### src/design/mqsb_pkg.sv
// ----------------------------------------------------------------------------
// mqsb_pkg
// Shared constants and codes for the multi-queue shared buffer.
// ----------------------------------------------------------------------------
package mqsb_pkg;

    localparam int QUEUES     = 4;
    localparam int SLOTS      = 16;
    localparam int DATA_WIDTH = 32;

    localparam int QID_W  = 2;
    localparam int VAL_W  = 32;
    localparam int STAT_W = 2;
    localparam int QIDX_W = (QUEUES > 1) ? $clog2(QUEUES) : 1;
    localparam int SLOT_W = $clog2(SLOTS);
    localparam int PTR_W  = $clog2(SLOTS + 1);

    typedef logic [PTR_W-1:0]  ptr_t;
    typedef logic [SLOT_W-1:0] slot_t;

    localparam ptr_t PTR_NIL = PTR_W'(SLOTS);

    localparam logic OP_PUSH = 1'b0;
    localparam logic OP_POP  = 1'b1;

    localparam logic [STAT_W-1:0] STAT_OK        = 2'd0;
    localparam logic [STAT_W-1:0] STAT_OVERFLOW  = 2'd1;
    localparam logic [STAT_W-1:0] STAT_UNDERFLOW = 2'd2;

endpackage

### src/design/mqsb_ram.sv
// ----------------------------------------------------------------------------
// mqsb_ram
// Generic single-write, single-read RAM with registered read data.
// ----------------------------------------------------------------------------
module mqsb_ram #(
    parameter int WIDTH = 8,
    parameter int DEPTH = 16
) (
    input  logic                     clk,
    input  logic                     wr_en,
    input  logic [$clog2(DEPTH)-1:0] wr_addr,
    input  logic [WIDTH-1:0]         wr_data,
    input  logic                     rd_en,
    input  logic [$clog2(DEPTH)-1:0] rd_addr,
    output logic [WIDTH-1:0]         rd_data
);

    logic [WIDTH-1:0] mem [DEPTH];

    always_ff @(posedge clk)
    begin
        if (wr_en)
        begin
            mem[wr_addr] <= wr_data;
        end
        if (rd_en)
        begin
            rd_data <= mem[rd_addr];
        end
    end

endmodule

### src/design/multi_queue_shared_buffer.sv
// ----------------------------------------------------------------------------
// multi_queue_shared_buffer
// Several FIFO queues kept as linked lists in one shared slot store.
// ----------------------------------------------------------------------------
// Each request is a push or a pop on one queue and yields one response. A
// request first reads the slot link and data memories at the free-list head
// (push) or the queue head (pop), then writes back the updated link, data,
// head, tail and free pointers. No new request is taken until the previous
// one has written back; a held response stalls the write-back cycle. Push on
// a full store or an out-of-range queue reports overflow, pop on an empty
// or out-of-range queue reports underflow; neither changes any state.
module multi_queue_shared_buffer
    import mqsb_pkg::*;
(
    input  logic                    clk,
    input  logic                    rst_n,
    input  logic                    req_valid,
    output logic                    req_stall,
    input  logic                    op,
    input  logic [QID_W-1:0]        queue_id,
    input  logic signed [VAL_W-1:0] value,
    output logic                    rsp_valid,
    input  logic                    rsp_stall,
    output logic [STAT_W-1:0]       status,
    output logic signed [VAL_W-1:0] popped_value,
    output logic                    queue_empty,
    output logic                    store_full
);

    localparam logic ST_IDLE = 1'b0;
    localparam logic ST_EXEC = 1'b1;

    logic                  state_reg, state_next;
    ptr_t                  free_head_reg, free_head_next;
    ptr_t                  queue_head_reg [QUEUES];
    ptr_t                  queue_tail_reg [QUEUES];
    logic [SLOTS-1:0]      link_vld_reg;

    logic                  op_reg;
    logic [QID_W-1:0]      qid_reg;
    logic [VAL_W-1:0]      value_reg;
    slot_t                 rd_slot_reg;
    logic                  rd_vld_reg;

    logic                  rsp_valid_reg;
    logic [STAT_W-1:0]     status_reg;
    logic [VAL_W-1:0]      popped_reg;
    logic                  qempty_reg;
    logic                  full_reg;

    logic                  accept;
    logic                  in_q_ok;
    ptr_t                  rd_ptr;
    logic                  finish;

    logic                  q_ok;
    logic [QIDX_W-1:0]     qi;
    ptr_t                  head_q;
    ptr_t                  tail_q;
    ptr_t                  link_rd;
    logic [PTR_W-1:0]      link_ram_rd;
    logic [DATA_WIDTH-1:0] data_rd;

    logic                  link_we;
    slot_t                 link_waddr;
    ptr_t                  link_wdata;
    logic                  data_we;
    logic                  head_we;
    ptr_t                  head_wdata;
    logic                  tail_we;

    logic [STAT_W-1:0]     status_c;
    logic [VAL_W-1:0]      popped_c;
    logic                  qempty_c;

    assign req_stall    = (state_reg != ST_IDLE);
    assign accept       = req_valid && !req_stall;
    assign finish       = (state_reg == ST_EXEC) && !(rsp_valid_reg && rsp_stall);

    assign in_q_ok = (32'(queue_id) < 32'(QUEUES));
    assign rd_ptr  = (op == OP_PUSH) ? free_head_reg
                                     : (in_q_ok ? queue_head_reg[queue_id[QIDX_W-1:0]]
                                                : PTR_NIL);

    always_comb
    begin
        state_next = state_reg;
        unique case (state_reg)
            ST_IDLE:
            begin
                if (accept)
                begin
                    state_next = ST_EXEC;
                end
            end
            ST_EXEC:
            begin
                if (finish)
                begin
                    state_next = ST_IDLE;
                end
            end
            default:
            begin
                state_next = ST_IDLE;
            end
        endcase
    end

    assign q_ok    = (32'(qid_reg) < 32'(QUEUES));
    assign qi      = qid_reg[QIDX_W-1:0];
    assign head_q  = q_ok ? queue_head_reg[qi] : PTR_NIL;
    assign tail_q  = queue_tail_reg[qi];
    assign link_rd = rd_vld_reg ? link_ram_rd : (PTR_W'(rd_slot_reg) + PTR_W'(1));

    always_comb
    begin
        free_head_next = free_head_reg;
        link_we        = 1'b0;
        link_waddr     = tail_q[SLOT_W-1:0];
        link_wdata     = free_head_reg[PTR_W-1:0];
        data_we        = 1'b0;
        head_we        = 1'b0;
        head_wdata     = head_q;
        tail_we        = 1'b0;
        status_c       = STAT_OK;
        popped_c       = '0;
        qempty_c       = 1'b1;
        if (op_reg == OP_PUSH)
        begin
            if (!q_ok || (free_head_reg >= PTR_NIL))
            begin
                status_c = STAT_OVERFLOW;
                qempty_c = (head_q >= PTR_NIL);
            end
            else
            begin
                free_head_next = link_rd;
                data_we        = 1'b1;
                tail_we        = 1'b1;
                qempty_c       = 1'b0;
                if (head_q >= PTR_NIL)
                begin
                    head_we    = 1'b1;
                    head_wdata = free_head_reg;
                end
                else
                begin
                    link_we    = 1'b1;
                    link_waddr = tail_q[SLOT_W-1:0];
                    link_wdata = free_head_reg;
                end
            end
        end
        else
        begin
            if (head_q >= PTR_NIL)
            begin
                status_c = STAT_UNDERFLOW;
                qempty_c = 1'b1;
            end
            else
            begin
                popped_c       = VAL_W'($signed(data_rd));
                head_we        = 1'b1;
                head_wdata     = (head_q == tail_q) ? PTR_NIL : link_rd;
                link_we        = 1'b1;
                link_waddr     = head_q[SLOT_W-1:0];
                link_wdata     = free_head_reg;
                free_head_next = head_q;
                qempty_c       = (head_wdata >= PTR_NIL);
            end
        end
    end

    mqsb_ram #(
        .WIDTH (PTR_W),
        .DEPTH (SLOTS)
    ) u_link_ram (
        .clk     (clk),
        .wr_en   (finish && link_we),
        .wr_addr (link_waddr),
        .wr_data (link_wdata),
        .rd_en   (accept),
        .rd_addr (rd_ptr[SLOT_W-1:0]),
        .rd_data (link_ram_rd)
    );

    mqsb_ram #(
        .WIDTH (DATA_WIDTH),
        .DEPTH (SLOTS)
    ) u_data_ram (
        .clk     (clk),
        .wr_en   (finish && data_we),
        .wr_addr (free_head_reg[SLOT_W-1:0]),
        .wr_data (DATA_WIDTH'($signed(value_reg))),
        .rd_en   (accept),
        .rd_addr (rd_ptr[SLOT_W-1:0]),
        .rd_data (data_rd)
    );

    always_ff @(posedge clk or negedge rst_n)
    begin
        if (!rst_n)
        begin
            state_reg     <= ST_IDLE;
            free_head_reg <= '0;
            link_vld_reg  <= '0;
            rsp_valid_reg <= 1'b0;
            for (int i = 0; i < QUEUES; i++)
            begin
                queue_head_reg[i] <= PTR_NIL;
            end
        end
        else
        begin
            state_reg <= state_next;
            if (finish)
            begin
                free_head_reg <= free_head_next;
                if (link_we)
                begin
                    link_vld_reg[link_waddr] <= 1'b1;
                end
                if (head_we)
                begin
                    queue_head_reg[qi] <= head_wdata;
                end
                rsp_valid_reg <= 1'b1;
            end
            else if (rsp_valid_reg && !rsp_stall)
            begin
                rsp_valid_reg <= 1'b0;
            end
        end
    end

    always_ff @(posedge clk)
    begin
        if (accept)
        begin
            op_reg      <= op;
            qid_reg     <= queue_id;
            value_reg   <= value;
            rd_slot_reg <= rd_ptr[SLOT_W-1:0];
            rd_vld_reg  <= (rd_ptr < PTR_NIL) ? link_vld_reg[rd_ptr[SLOT_W-1:0]] : 1'b0;
        end
        if (finish)
        begin
            if (tail_we)
            begin
                queue_tail_reg[qi] <= free_head_reg;
            end
            status_reg <= status_c;
            popped_reg <= popped_c;
            qempty_reg <= qempty_c;
            full_reg   <= (free_head_next >= PTR_NIL);
        end
    end

    assign rsp_valid    = rsp_valid_reg;
    assign status       = status_reg;
    assign popped_value = popped_reg;
    assign queue_empty  = qempty_reg;
    assign store_full   = full_reg;

endmodule
### config.mk
export PLATFORM = sky130hd
export DESIGN_NAME = multi_queue_shared_buffer
export DESIGN_NICKNAME = d
export VERILOG_FILES = /design/src/design/mqsb_pkg.sv /design/src/design/mqsb_ram.sv /design/src/design/multi_queue_shared_buffer.sv
export SDC_FILE = /design/constraint.sdc
export NUM_CORES = 1
export LEC_CHECK = 0
export CAP_MARGIN = 15
export CORE_MARGIN = 8
export CORE_UTILIZATION = 50
export CTS_BUF_LIST = sky130_fd_sc_hd__clkbuf_8 sky130_fd_sc_hd__clkbuf_16
export DETAILED_ROUTE_END_ITERATION = 8
export DONT_BUFFER_PORTS = 1
export GPL_TIMING_DRIVEN = 0
export PLACE_DENSITY = 0.75
export RECOVER_POWER = 100
export SLEW_MARGIN = 20
export SYNTH_ARGS = -nofsm -noshare
export SYNTH_HDL_FRONTEND = slang
export SYNTH_SLANG_ARGS = --single-unit
### constraint.sdc
create_clock -name clk -period 15.1 [get_ports clk]
set_input_delay 1.51 -clock clk [delete_from_list [all_inputs] [get_ports clk]]
set_output_delay 1.51 -clock clk [all_outputs]
set_load 0.02 [all_outputs]
==> results of run 1 <==
## worst max path at each step
stage	start	to	slack, ns
after floorplan	rsp_stall	u_data_ram.mem[0][0]	8.23
after global placement	rsp_stall	u_data_ram.mem[0][15]	4.11
after detailed placement	queue_id[0]	u_data_ram.rd_data[31]	10.25
after CTS	queue_id[0]	u_data_ram.rd_data[31]	10.90
after global routing	rsp_stall	u_data_ram.mem[6][23]	9.07
final	rsp_stall	u_data_ram.mem[6][17]	9.23
## critical path, stage by stage
cell and delay [ns]:
nand2_1 0.06, nand2_1 0.23, clkinvlp_2 0.77, nand2_1 0.50, nor2_1 0.28, nand2_1 0.17
nor2_1 1.47, clkbuf_1 1.06
## cell type report
| type | instances | area, sq um | area share, % |
|---|---|---|---|
| inverters | 7 | 27.5 | 0.0821 |
| diodes | 1 | 2.50 | 0.00746 |
| flip-flops and latches | 770 | 22900 | 68.3 |
| plain buffers | 132 | 538 | 1.60 |
| repair buffers | 50 | 188 | 0.560 |
| clock inverters | 50 | 338 | 1.01 |
| well taps | 782 | 978 | 2.92 |
| clock buffers | 79 | 1970 | 5.86 |
| multi-input cells | 1336 | 6600 | 19.7 |
## where the power goes
| group | switching, mW | internal (mW) | leakage [nW] |
|---|---|---|---|
| logic | 1.26 | 0.472 | 3.25 |
| clock network | 0.791 | 0.992 | 1.17 |
| registers | 0.160 | 2.62 | 7.14 |
| total | 2.21 | 4.08 | 11.6 |
## routing by layer
| metal | share of wire [%] | GRT usage, % | routed length (um) |
|---|---|---|---|
| met5 | 0 | 0 | 0 |
| met4 | 4.3 | 10.8 | 3390 |
| met3 | 11 | 4.84 | 8330 |
| met2 | 48 | 37.1 | 37700 |
| met1 | 37 | 29.4 | 29200 |
## cells in the final DEF (no fill, tap or decap), types with 4 or more instances in the layout
cell	n
a22o_1	6
clkinvlp_4	6
clkbuf_1	144
buf_2	31
clkbuf_16	78
dfrtp_1	39
edfxtp_1	725
xor2_1	4
dfstp_2	4
clkinv_2	8
nor2_1	38
a31o_2	4
mux2i_1	16
or2_1	10
a21oi_1	14
nand4_1	38
and2_0	21
nand2_1	619
nor3_1	10
nand3_1	447
mux2_2	17
clkinv_1	13
mux4_2	13
nor4_1	4
or2_2	7
nor3b_1	4
buf_1	6
inv_1	20
nand2b_1	11
nor2b_1	4
and2_1	12
o21ai_0	10
## cell families after synthesis
logic type,Yosys count,share of synthesized area (%)
flops,770,75.9
mux,50,2.45
buf+inv,139,1.93
simple gates,1232,18.4
compound gates,46,1.03
xor+xnor,7,0.203
fa+ha+maj,1,0.0415
## per-stage QoR
step / worst slack (ns) / power [mW] / hold WS [ns] / utilization (%)
floorplan: 8.23 / 3.83 / 0.433 / -
global placement: 4.11 / 4.43 / 0.447 / 51.9
detailed placement: 10.25 / 4.53 / 0.454 / 53.0
CTS: 10.90 / 6.30 / 0.469 / 56.8
global route: 9.07 / 6.51 / 0.483 / 55.9
finish: 9.23 / 6.29 / 0.467 / 55.9
==> flow_metrics.env, run 1 <==
export IMPL_fin_crit_sh_pct=38.9
export IMPL_synthTopCellsByCount="725 x edfxtp_1, 619 x nand2_1, 447 x nand3_1, 82 x clkbuf_1, 40 x buf_2"
export IMPL_largest_reg_flops=512
export IMPL_hold_depth=1
export IMPL_cts_root_buffer_cell="clkbuf_16"
export IMPL_fin_nets=2412
export IMPL_clkLatencyLatePin_ns=0.63
export IMPL_rsz0062_at_grt="false"
export IMPL_skew_ns=0.0141
export IMPL_synth_edf_count=725
export IMPL_cts_sinks=770
export IMPL_grt_usage_pct=22.9
export IMPL_final_cell_area_sq_um=33500
export IMPL_cts_buffers=75
export IMPL_path_max_fanout=21
export IMPL_synth_distinct_cells=53
export IMPL_syn_inst=2245
export IMPL_largest_register="u_data_ram.mem"
export IMPL_yosysMostFrequentCell="edfxtp_1"
export IMPL_cts_resized=0
export IMPL_violations="capacitance limit, slew limit"
export IMPL_die_h_um=262
export IMPL_powerDensity_nw_per_um2=188
export IMPL_drtAntennaViolNets=0
export IMPL_r2r_slack_ns=9.60
export IMPL_seq_area_frac_synth_pct=75.9
export IMPL_yosys_warnings=0
export IMPL_critical_path_required_ns=15.33
export IMPL_drive_gt1_share_pct=7.59
export IMPL_wl_per_cell_um=24.5
export IMPL_worstMarginPinSlew_ns=2.03
export IMPL_outcome="finished, violations left"
export IMPL_via_per_inst=6.04
export IMPL_ys_async_sr_fraction_pct=5.58
export IMPL_setup_viol=0
export IMPL_period_minus_slack_ns=5.87
export IMPL_synth_avg_cell_area_sq_um=13.4
export IMPL_cts_tree="done"
export IMPL_drt_total_wl_mm=78.5
export IMPL_clk_pin_slew_ns=0.06
export IMPL_r2r_start="req_stall"
export IMPL_cts_hold_buffers=0
export IMPL_placedCellCount=3077
export IMPL_drcViolationCount=0
export IMPL_worstReg2RegEnd="u_data_ram.mem[6][17]"
export IMPL_hp_class="reg -> reg"
export IMPL_antenna_found_initial=2
export IMPL_grt_pass1_vias=19600
export IMPL_drt_iter0_markers=2631
export IMPL_overflow=0
export IMPL_h_tree_depth=3
export IMPL_syn_area_sq_um=30200
export IMPL_core_area_sq_um=60000
export IMPL_leakagePower_nw=11.6
export IMPL_clk_path_buf_depth=3
export IMPL_rr_worst_depth=7
export IMPL_maxSlewViolCount=201
export IMPL_slew_headroom_pct=-35.7
export IMPL_grt_max_degree=44
export IMPL_yosys_top_cells_area="edfxtp_1 72%, nand2_1 7.7%, nand3_1 7.4%"
export IMPL_num_io_pins=77
export IMPL_fp_row_count=90
export IMPL_place_gp_congestion=0.870
export IMPL_peakVddDrop_v=0.000113
export IMPL_fp_dieArea_sq_um=68400
export IMPL_criticalPathCategory="in -> reg"
export IMPL_hp_start="link_vld_reg[9]"
export IMPL_postPlaceCellArea_sq_um=31800
export IMPL_finalNonFillerCells=3207
export IMPL_dp_hpwl_mm=51.8
export IMPL_initial_core_util_pct=50.2
export IMPL_startpoint_type="input port"
export IMPL_yosys_area_top_type_share_pct=72.2
export IMPL_finalSetupTns_ns=0
export IMPL_area_delta_synth_final_pct=11.2
export IMPL_synth_top_flop_cell="edfxtp_1"
export IMPL_dr_pass1_iters=8
export IMPL_yosys_area_top_type="edfxtp_1"
export IMPL_finalHoldViolCount=0
export IMPL_cts_setup_buffers=0
export IMPL_ys_seq_elements=770
export IMPL_die_w_um=262
export IMPL_maxCapViolCount=14
export IMPL_arrival_ns=6.10
export IMPL_grt_pass1_wl_mm=117
export IMPL_syn_num_nets=2285
export IMPL_reg_top3="u_data_ram.mem: 512 flops, u_link_ram.mem: 80 flops"
export IMPL_worstSetupEndpointType="flip-flop"
export IMPL_fill_cells=4650
export IMPL_min_to="link_vld_reg[9]"
export IMPL_fmax_mhz=170
export IMPL_route_vias_total=19400
export IMPL_port_buffers=0
Power figures use the tool's default switching activity.
==> inputs of run 2 (changes only) <==
clock period = 5.45 ns   (was 15.1 ns; I/O delays follow)
==> run 2 against run 1 <==
Against the previous run:
- the run still ends with capacitance limit, slew limit left
- register-to-register slack lost 8.7 ns
- sequential share of layout area decreased by 1.8 points
- die area unchanged
- sequential cell count unchanged
- sequential power rose to 2.8 times the previous value
- routed wire length down 0.49%
- cell area rose by 2.8%
- worst hold slack worse by 0.44 ns
- setup slack worse by 8.4 ns
- combinational power grew to 2.8 times the previous value
==> flow_metrics.env, run 2 (synthesized netlist as in run 1, its figures left out) <==
export IMPL_rr_worst_depth=9
export IMPL_die_h_um=262
export IMPL_seqPwrFrac_pct=43.1
export IMPL_wl_per_cell_um=24.1
export IMPL_core_area_sq_um=60000
export IMPL_path_max_fanout=21
export IMPL_area_delta_synth_final_pct=14.3
export IMPL_h_tree_depth=3
export IMPL_antenna_found_initial=0
export IMPL_cts_root_buffer_cell="clkbuf_16"
export IMPL_cts_tree="done"
export IMPL_finalSetupTns_ns=0
export IMPL_drt_iter0_markers=2512
export IMPL_violations="capacitance limit, slew limit"
export IMPL_switching_share_pct=34.7
export IMPL_worstReg2RegEnd="u_data_ram.mem[3][14]"
export IMPL_cts_resized=0
export IMPL_clk_pin_slew_ns=0.06
export IMPL_rsz0062_at_grt="false"
export IMPL_power_switching_mw=6.19
export IMPL_slew_headroom_pct=-60.0
export IMPL_peakVddDrop_v=0.000301
export IMPL_via_per_inst=6.00
export IMPL_min_to="value_reg[24]"
export IMPL_hp_start="value[24]"
export IMPL_clkLatencyLatePin_ns=0.63
export IMPL_worstSetupEndpointType="flip-flop"
export IMPL_r2r_slack_ns=0.86
export IMPL_fin_nets=2445
export IMPL_cts_buffers=78
export IMPL_fill_cells=4554
export IMPL_setup_viol=0
export IMPL_p_clk_share_pct=29.8
export IMPL_r2r_start="rsp_valid"
export IMPL_p_int_mw=11.7
export IMPL_fmax_mhz=218
export IMPL_criticalPathCategory="reg -> reg"
export IMPL_largest_register="u_data_ram.mem"
export IMPL_dr_pass1_iters=6
export IMPL_num_io_pins=77
export IMPL_place_gp_congestion=0.881
export IMPL_worstMarginPinSlew_ns=2.40
export IMPL_fp_dieArea_sq_um=68400
export IMPL_period_minus_slack_ns=4.59
export IMPL_final_cell_mix="725 x edfxtp_1, 619 x nand2_1, 447 x nand3_1, 111 x clkbuf_1, 80 x clkbuf_16"
export IMPL_antenna_cells=0
export IMPL_powerDensity_nw_per_um2=518
export IMPL_cts_sinks=770
export IMPL_drcViolationCount=0
export IMPL_drive_gt1_share_pct=9.53
export IMPL_hold_depth=0
export IMPL_fin_ws_ns=0.858
export IMPL_drtAntennaViolNets=0
export IMPL_fp_row_count=90
export IMPL_grt_pass1_wl_mm=117
export IMPL_maxSlewViolCount=141
export IMPL_port_buffers=0
export IMPL_grt_usage_pct=22.8
export IMPL_combPwrFrac_pct=27.1
export IMPL_drt_total_wl_mm=78.2
export IMPL_overflow=0
export IMPL_dp_hpwl_mm=51.8
export IMPL_finalHoldViolCount=0
export IMPL_cts_setup_buffers=0
export IMPL_die_w_um=262
export IMPL_grt_max_degree=44
export IMPL_reg_top3="u_data_ram.mem: 512 flops, u_link_ram.mem: 80 flops"
export IMPL_initial_core_util_pct=50.2
export IMPL_outcome="finished, violations left"
export IMPL_hp_class="in -> reg"
export IMPL_clk_path_buf_depth=3
export IMPL_leakagePower_nw=12.0
export IMPL_critical_path_required_ns=5.79
export IMPL_dpl_worst_slack_ns=1.55
export IMPL_arrival_ns=4.93
export IMPL_largest_reg_flops=512
export IMPL_skew_ns=0.0172
export IMPL_grt_pass1_vias=19600
export IMPL_route_vias_total=19500
export IMPL_final_common_cell="edfxtp_1"
export IMPL_startpoint_type="flip-flop"
export IMPL_fin_crit_sh_pct=84.2
export IMPL_maxCapViolCount=8
-- run 2: routing by layer --
layer / global-route usage (%) / up-vias / routed length (um)
li1: - / 8465 / -
met1: 29.3 / 9579 / 28900
met2: 36.9 / 1207 / 37300
met3: 4.78 / 258 / 7950
met4: 11.4 / 0 / 3970
met5: 0 / - / 0
-- run 2: timing repair --
| action | 4_1_cts | 5_1_grt |
|---|---|---|
| endpoints found under the hold margin | 75 | 0 |
| hold buffers | 34 | 0 |
| endpoints found under the setup margin | 0 | 0 |
-- run 2: power groups by stage --
stage | Clock (mW) | Sequential [mW] | Combinational, mW
after global placement | 0 | 7.80 | 4.48
after detailed placement | 0 | 7.81 | 4.74
final | 5.33 | 7.69 | 4.84
after floorplan | 0 | 7.64 | 2.97
after global routing | 5.60 | 7.75 | 5.18
after CTS | 5.37 | 7.69 | 4.82
-- run 2: cell type report --
| type | count | area [sq um] | area share [%] |
|---|---|---|---|
| timing repair buffer | 80 | 774 | 2.25 |
| inverter | 7 | 27.5 | 0.0799 |
| sequential | 770 | 22900 | 66.4 |
| multi-input combinational | 1336 | 6690 | 19.4 |
| buffer | 132 | 544 | 1.58 |
| tap | 782 | 978 | 2.84 |
| clock inverter | 62 | 552 | 1.60 |
| clock buffer | 80 | 2000 | 5.81 |
-- run 2: worst max path at each step --
stage	startpoint	to	slack, ns	cells past startpoint
2_1_floorplan	rsp_stall	u_data_ram.mem[1][0]	-0.06	5
3_3_place_gp	rsp_stall	u_data_ram.mem[2][15]	-4.04	5
3_5_place_dp	queue_id[0]	u_data_ram.rd_data[23]	1.55	8
4_1_cts	free_head_reg[4]	u_data_ram.mem[2][9]	1.57	7
5_1_grt	req_stall	u_data_ram.mem[8][15]	0.66	8
6_report	rsp_valid	u_data_ram.mem[3][14]	0.86	9
-- run 2: worst max-delay path, cell delays in order (launching register included) --
cell and delay, ns:
dfrtp_1 0.46, nand2_1 0.12, nand2_1 0.28, clkinvlp_2 0.79
nand2_1 0.47, nor4_1 1.02, clkbuf_1 0.47, buf_2 0.31
buf_4 0.20, buf_4 0.17
-- run 2: through the flow --
stage	hold slack (ns)	std cells	cell area (sq um)	total power, mW	utilization, %
finish	0.0226	3249	34500	17.9	57.4
global route	0.00430	3249	34500	18.5	57.4
CTS	0.000991	3249	34700	17.9	57.8
detailed placement	0.251	3073	31800	12.5	53.0
global placement	0.252	3027	31100	12.3	51.9
floorplan	0.249	2245	30200	10.6	-
